==> src/rtl/core/tts_pkg.sv <==
// Shared constants and types of the tournament tree sorter.
`timescale 1ns / 1ps

package tts_pkg;

    localparam int LEAF_COUNT  = 64;
    localparam int INNER_COUNT = LEAF_COUNT - 1;
    localparam int CAPACITY    = 64;
    localparam int LEAF_W      = $clog2(LEAF_COUNT);
    localparam int NODE_W      = LEAF_W + 1;
    localparam int CNT_W       = $clog2(LEAF_COUNT + 1);
    localparam int VALUE_W     = 32;

    typedef struct packed {
        logic signed [VALUE_W-1:0] value_in;
        logic                      last_in;
    } tts_in_t;

    typedef struct packed {
        logic signed [VALUE_W-1:0] value_out;
        logic                      last_out;
    } tts_out_t;

    typedef struct packed {
        logic              load;
        logic [LEAF_W-1:0] load_idx;
        logic              read;
        logic              play;
        logic [LEAF_W-1:0] node;
        logic              emit;
        logic              emit_last;
        logic              clear;
    } tts_cmd_t;

    typedef struct packed {
        logic [LEAF_W-1:0] root_leaf;
    } tts_status_t;

endpackage

==> src/rtl/core/tts_ctrl.sv <==
// Sequencer for loading, tournament build, emission and path replay.
`timescale 1ns / 1ps

module tts_ctrl
    import tts_pkg::*;
(
    input  logic        clk,
    input  logic        rst_n,
    input  logic        start,
    input  tts_in_t     item,
    input  tts_status_t status,
    output tts_cmd_t    cmd,
    output logic        busy
);

    typedef enum logic [2:0] {
        ST_IDLE,
        ST_BUILD_RD,
        ST_BUILD_PLAY,
        ST_EMIT,
        ST_CLIMB_RD,
        ST_CLIMB_PLAY
    } state_t;

    state_t            state_reg, state_next;
    logic [CNT_W-1:0]  count_reg, count_next;
    logic [CNT_W-1:0]  remain_reg, remain_next;
    logic [LEAF_W-1:0] node_reg, node_next;
    logic              busy_reg, busy_next;
    logic              can_load;
    logic [NODE_W-1:0] leaf_parent;

    assign can_load    = (count_reg < CNT_W'(CAPACITY));
    assign leaf_parent = (NODE_W'(status.root_leaf) + NODE_W'(INNER_COUNT - 1)) >> 1;

    always_comb
    begin
        state_next  = state_reg;
        count_next  = count_reg;
        remain_next = remain_reg;
        node_next   = node_reg;
        busy_next   = busy_reg;
        cmd         = '0;
        cmd.node    = node_reg;
        cmd.load_idx = count_reg[LEAF_W-1:0];
        case (state_reg)
            ST_IDLE:
            begin
                if (start)
                begin
                    if (can_load)
                    begin
                        cmd.load   = 1'b1;
                        count_next = count_reg + CNT_W'(1);
                    end
                    if (item.last_in)
                    begin
                        remain_next = count_next;
                        node_next   = LEAF_W'(INNER_COUNT - 1);
                        state_next  = ST_BUILD_RD;
                        busy_next   = 1'b1;
                    end
                end
            end
            ST_BUILD_RD:
            begin
                cmd.read   = 1'b1;
                state_next = ST_BUILD_PLAY;
            end
            ST_BUILD_PLAY:
            begin
                cmd.play = 1'b1;
                if (node_reg == '0)
                begin
                    state_next = ST_EMIT;
                end
                else
                begin
                    node_next  = node_reg - LEAF_W'(1);
                    state_next = ST_BUILD_RD;
                end
            end
            ST_EMIT:
            begin
                cmd.emit = 1'b1;
                if (remain_reg == CNT_W'(1))
                begin
                    cmd.emit_last = 1'b1;
                    cmd.clear     = 1'b1;
                    count_next    = '0;
                    remain_next   = '0;
                    state_next    = ST_IDLE;
                    busy_next     = 1'b0;
                end
                else
                begin
                    remain_next = remain_reg - CNT_W'(1);
                    node_next   = leaf_parent[LEAF_W-1:0];
                    state_next  = ST_CLIMB_RD;
                end
            end
            ST_CLIMB_RD:
            begin
                cmd.read   = 1'b1;
                state_next = ST_CLIMB_PLAY;
            end
            ST_CLIMB_PLAY:
            begin
                cmd.play = 1'b1;
                if (node_reg == '0)
                begin
                    state_next = ST_EMIT;
                end
                else
                begin
                    node_next  = (node_reg - LEAF_W'(1)) >> 1;
                    state_next = ST_CLIMB_RD;
                end
            end
            default:
            begin
                state_next = ST_IDLE;
                busy_next  = 1'b0;
            end
        endcase
    end

    always_ff @(posedge clk or negedge rst_n)
    begin
        if (!rst_n)
        begin
            state_reg  <= ST_IDLE;
            count_reg  <= '0;
            remain_reg <= '0;
            node_reg   <= '0;
            busy_reg   <= 1'b0;
        end
        else
        begin
            state_reg  <= state_next;
            count_reg  <= count_next;
            remain_reg <= remain_next;
            node_reg   <= node_next;
            busy_reg   <= busy_next;
        end
    end

    assign busy = busy_reg;

endmodule

==> config.mk <==
export PLATFORM = sky130hd
export DESIGN_NAME = tts_ctrl
export DESIGN_NICKNAME = d
export VERILOG_FILES = /design/src/rtl/core/tts_pkg.sv /design/src/rtl/core/tts_ctrl.sv
export SDC_FILE = /design/constraint.sdc
export NUM_CORES = 1
export LEC_CHECK = 0
export BUFFER_PORTS_ARGS = -buffer_cell sky130_fd_sc_hd__buf_2
export CAP_MARGIN = 5
export CORE_MARGIN = 8
export CORE_UTILIZATION = 45
export CTS_CLUSTER_SIZE = 30
export DETAILED_ROUTE_END_ITERATION = 10
export GPL_TIMING_DRIVEN = 0
export PLACE_DENSITY = 0.73
export SLEW_MARGIN = 20
export SYNTH_ARGS = -nofsm -noshare
export SYNTH_HDL_FRONTEND = slang
export SYNTH_SLANG_ARGS = --single-unit
==> constraint.sdc <==
create_clock -name clk -period 2 [get_ports clk]
set_input_delay 0.3 -clock clk [delete_from_list [all_inputs] [get_ports clk]]
set_output_delay 0.3 -clock clk [all_outputs]
set_load 0.005 [all_outputs]
# After elaboration in Yosys (flattened, before gate mapping)
# Cells that the tools add are included.
# Widths: inputs -> output; s select.
# totals
input_bits,42
rom_bits,0
word_cells,66
n_memories,0
latch_bits,0
register_bits,24
ram_bits,0
output_inout_bits,19
# op_classes
n_bitwise,1
eq_ne,12
add_sub_neg,4
mux,31
div,0
mul,0
shifts,0
n_reduce_logical,12
n_lt_le_gt_ge,1
# op_table
op,n
$mux 7,6
$mux 6,5
$pmux 7 s2,2
$pmux 6 s4,1
$pmux 3 s6,1
$mux 3,5
$ne 2x2->1 const B,6
$mux 1,8
$add 6x6->7 const B,1
$add 7x1->7 const B,1
$eq 7x1->1 const B,1
$lt 7x7->1 const B,1
$sub 7x1->7 const B,1
$eq 3x2->1 const B,2
$eq 3x3->1 const B,2
$logic_not 6->1,1
$reduce_and 3->1,2
$reduce_and 6->1,1
$sub 6x1->6 const B,1
$mux 2,2
$reduce_and 4->1,1
$reduce_bool 4->1,1
$reduce_or 2->1,2
$reduce_or 4->1,1
6 further kinds,6

# Depth between registers and ports, before layout
# logic_depth
ltp_word,5
ltp_mapped,10
mapped_depth_nobuf,7

# Worst setup path after synthesis
# No wires, ideal clock.
# synth_timing
path_type,register -> register
from,reg node_reg[0]
to,reg node_reg[3]
setup_ns,0.122
required_time_ns,1.878
n_path_buf,1
arrival_ns,1.787
path_slack_ns,0.092
path_stages_with_launch,8
period_less_slack_ns,1.908
path_cell_list,dfrtp_1 -> inv_1 -> ha_1 -> or3b_1 -> nor3_2 -> o211ai_4 -> buf_6 -> a32o_1
# synth_via
elab_chain_cells,3
word_cells_on_any_way,8
classes_between,add/sub: 1; eq/ne: 2; mux: 3; reduce/logical: 2
# synth_lines
element,line,text
start: declaration,tts_ctrl.sv:28,"logic [LEAF_W-1:0] node_reg, node_next;"
start signal: assignment,tts_ctrl.sv:143,node_reg <= node_next;
$sub 6x1->6 or $logic_not 6->1 (tied branches),--,
"$mux 6, or another cell as far along",tts_ctrl.sv:110,if (node_reg == '0)
$pmux 6 s4 or $reduce_and 6->1 (tied branches),--,
# Several ways; a longest one is shown, not always the timed one. The select of a mux whose other input is x is not followed.
# A chain may end at the register's enable or synchronous reset.

==> impl_metrics.py <==
metrics = {
    "clock_tree": {
        "cts_root_buf": "clkbuf_8",
        "htreeDepth": 1,
        "cts_tree": "done",
        "path_clk_slew_ns": 0.09,
        "cts-hold-fix-buffers": 0,
        "cts_buffers": 3,
        "clk_path_buf_depth": 2,
        "clock_latency_ns": 0.27,
        "clock-sinks": 24,
    },
    "global_route": {
        "antenna_found_initial": 0,
        "grt_max_degree": 25,
        "grt-ovfl-total": 0,
        "grt_pass1_vias": 1494,
        "grt_pass1_wl_um": 7040,
        "grt_util_all_layers": 0.136,
    },
    "setup_path": {
        "endpoint_kind": "primary output",
        "r2r-start": "remain_reg[1]",
        "r2r_cells": 8,
        "arrival_ns": 1.79,
        "criticalPathCategory": "reg2out",
        "r2r_slack_ns": 0.01,
        "crit_fanout": 2,
        "start_kind": "flop",
        "rr_endpoint": "node_reg[3]",
        "required_ns": 1.70,
    },
    "timing": {
        "fmax_ghz": 0.479,
        "rsz0062_at_grt": "yes",
        "finClkSkew_ns": 0.0124,
        "setup_viol_count_final": 2,
        "fin_ws_ns": -0.0865,
        "relSlewSlack": 0.630,
        "final-hold-violation-count": 0,
        "fin_crit_sh": 1.04,
        "period_needed_ns": 2.09,
        "worst_pin_slew_ns": 0.555,
        "drv_slew": 0,
    },
    "synthesis": {
        "synth_commonest_cells": "25 x nand2_1, 24 x dfrtp_1, 16 x o21ai_0",
        "synthTopCellsByArea": "dfrtp_1 34%, nand2_1 5.3%, o21ai_0 4.5%",
        "synth_warnings": 0,
        "synthCells": 201,
        "yosysTopAreaCellShare": 0.339,
        "async_flop_share": 1.00,
        "syn-cell-area_um2": 1770,
        "synthFlopType": "dfrtp_1",
        "synthDistinctLibCells": 52,
        "yosys.area.top_type": "dfrtp_1",
        "syn_avg_cell_area_um2": 8.81,
        "synth_enable_flop_cells": 0,
        "ys_seq_area_frac": 0.339,
        "ys_ff_latch": 24,
        "syn-num-nets": 248,
        "synth_most_common_cell": "nand2_1",
    },
    "floorplanning": {
        "die_y_um": 78.7,
        "die_w_um": 78.7,
        "rows": 23,
        "die_area_um2": 6200,
        "core_area_um2": 3880,
        "start_util": 0.456,
        "io-pin-count": 61,
    },
    "power_and_ir_drop": {
        "leakagePower_nw": 0.964,
        "clkPwrFrac": 0.104,
        "powerDensity_nw_per_um2": 1450,
        "ir_drop_mv": 0.678,
        "p_sw_mw": 1.38,
        "seq_power_share": 0.291,
        "switching_share": 0.431,
        "p_int_mw": 1.82,
        "p_comb_frac": 0.605,
    },
    "placed_design": {
        "gp_congestion": 0.839,
        "dp_cells": 278,
        "hpwl_um": 3010,
        "pre_cts_ws_ns": -0.0676,
        "io_buffers": 27,
    },
    "detailed_routing": {
        "post_drt_wl_per_cell_um": 14.5,
        "drc": 0,
        "dr_total_vias": 1596,
        "routed_wl_um": 4280,
        "dr.pass1.iters": 4,
        "drt_iter0_markers": 113,
        "vias_per_cell": 5.41,
        "detail-route-antenna-nets": 0,
    },
    "outcome": {
        "status": "complete, but fails checks",
        "violations": "negative setup slack",
    },
    "run": {
        "max_cap_viol_count": 0,
    },
    "final_layout": {
        "nets": 293,
        "final_cells": 295,
        "fillers": 377,
        "postLayoutCoreUtil": 0.570,
        "diodes": 0,
        "layout-drive-gt1-share": 0.335,
        "area_growth_pct": 25.1,
    },
    "min_path": {
        "hold_class": "in2async",
    },
}
cells in the final DEF, fill, tap and decap left out, types with 3 or more instances in the layout:
cell,count
buf_2,28
nand2_1,25
dfrtp_1,22
buf_4,20
o21ai_0,16
nor2_1,14
a22o_1,8
inv_1,7
buf_6,6
xnor2_1,6
a21oi_1,6
xor2_1,5
or3_1,4
nor2b_1,4
o31ai_1,4
o21ai_1,4
clkbuf_8,4
clkbuf_1,3
mux2_2,3
nand2b_1,3
a32o_1,3
nor3_1,3
ha_1,3
worst max-delay path, stage by stage (launching register included):
cell	delay, ns
dfrtp_1	0.40
inv_2	0.08
ha_4	0.11
or3b_4	0.37
or2_4	0.26
nor2_4	0.12
buf_6	0.10
buf_6	0.08
stage by stage:
step	hold slack, ns	total power [mW]	area, um2	TNS [ns]
final	0.00675	3.20	2220	-0.119
after global routing	0.0486	3.47	2220	-0.415
after CTS	0.0257	3.06	2110	-0.126
after detailed placement	0.324	2.62	1970	-0.284
after global placement	0.320	2.58	1970	-0.271
after floorplan	0.00441	2.16	1770	0
final cells by class:
cell class / instances / area, um2 / area share
timing repair buffer: 40 / 236 / 0.107
buffer: 17 / 133 / 0.0599
sequential: 24 / 603 / 0.272
inverter: 9 / 38.8 / 0.0175
clock buffer: 4 / 55.1 / 0.0248
multi-input combinational: 151 / 1090 / 0.491
tap: 50 / 62.6 / 0.0282
logic make-up (layout without fill, tap and decap cells):
family	after synthesis	count (layout)	share of synthesized area
mux	6	6	0.0367
fa+ha+maj	5	5	0.0353
xor+xnor	11	11	0.0544
buf+inv	26	70	0.0847
flops	24	24	0.339
compound gates	57	57	0.230
simple gates	72	72	0.220
repair_timing:
| action | 4_1_cts | 5_1_grt |
|---|---|---|
| pin swaps | 4 | 5 |
| gates cloned | 0 | 1 |
| buffers inserted | 8 | 4 |
| resized for setup | 7 | 19 |
| endpoints found under the setup margin | 12 | 21 |
power groups by stage:
stage,registers (mW),clock network [mW],logic (mW)
global placement,0.928,0,1.65
finish,0.933,0.334,1.94
detailed placement,0.933,0,1.68
global route,0.966,0.364,2.15
CTS,0.915,0.342,1.80
floorplan,0.890,0,1.27
worst max-delay path by stage:
stage,start,endpoint,slack [ns],cells after the start
finish,remain_reg[1],cmd[1],-0.09,7
detailed placement,node_reg[0],node_reg[3],-0.07,7
CTS,remain_reg[1],cmd[1],-0.10,7
floorplan,node_reg[0],node_reg[3],0.09,7
global route,remain_reg[1],cmd[1],-0.14,7
global placement,node_reg[0],node_reg[3],-0.08,7
metal layers:
metal | share of wire | wire length (um) | vias up | global-route usage
met5 | 0 | 0 | - | 0
met2 | 0.50 | 2130 | 37 | 0.235
met1 | 0.45 | 1950 | 749 | 0.175
met4 | 0.0093 | 40 | 0 | 0.0278
met3 | 0.038 | 163 | 5 | 0.0214
li1 | - | - | 805 | -
No activity file was read; power rests on OpenSTA's default activity.
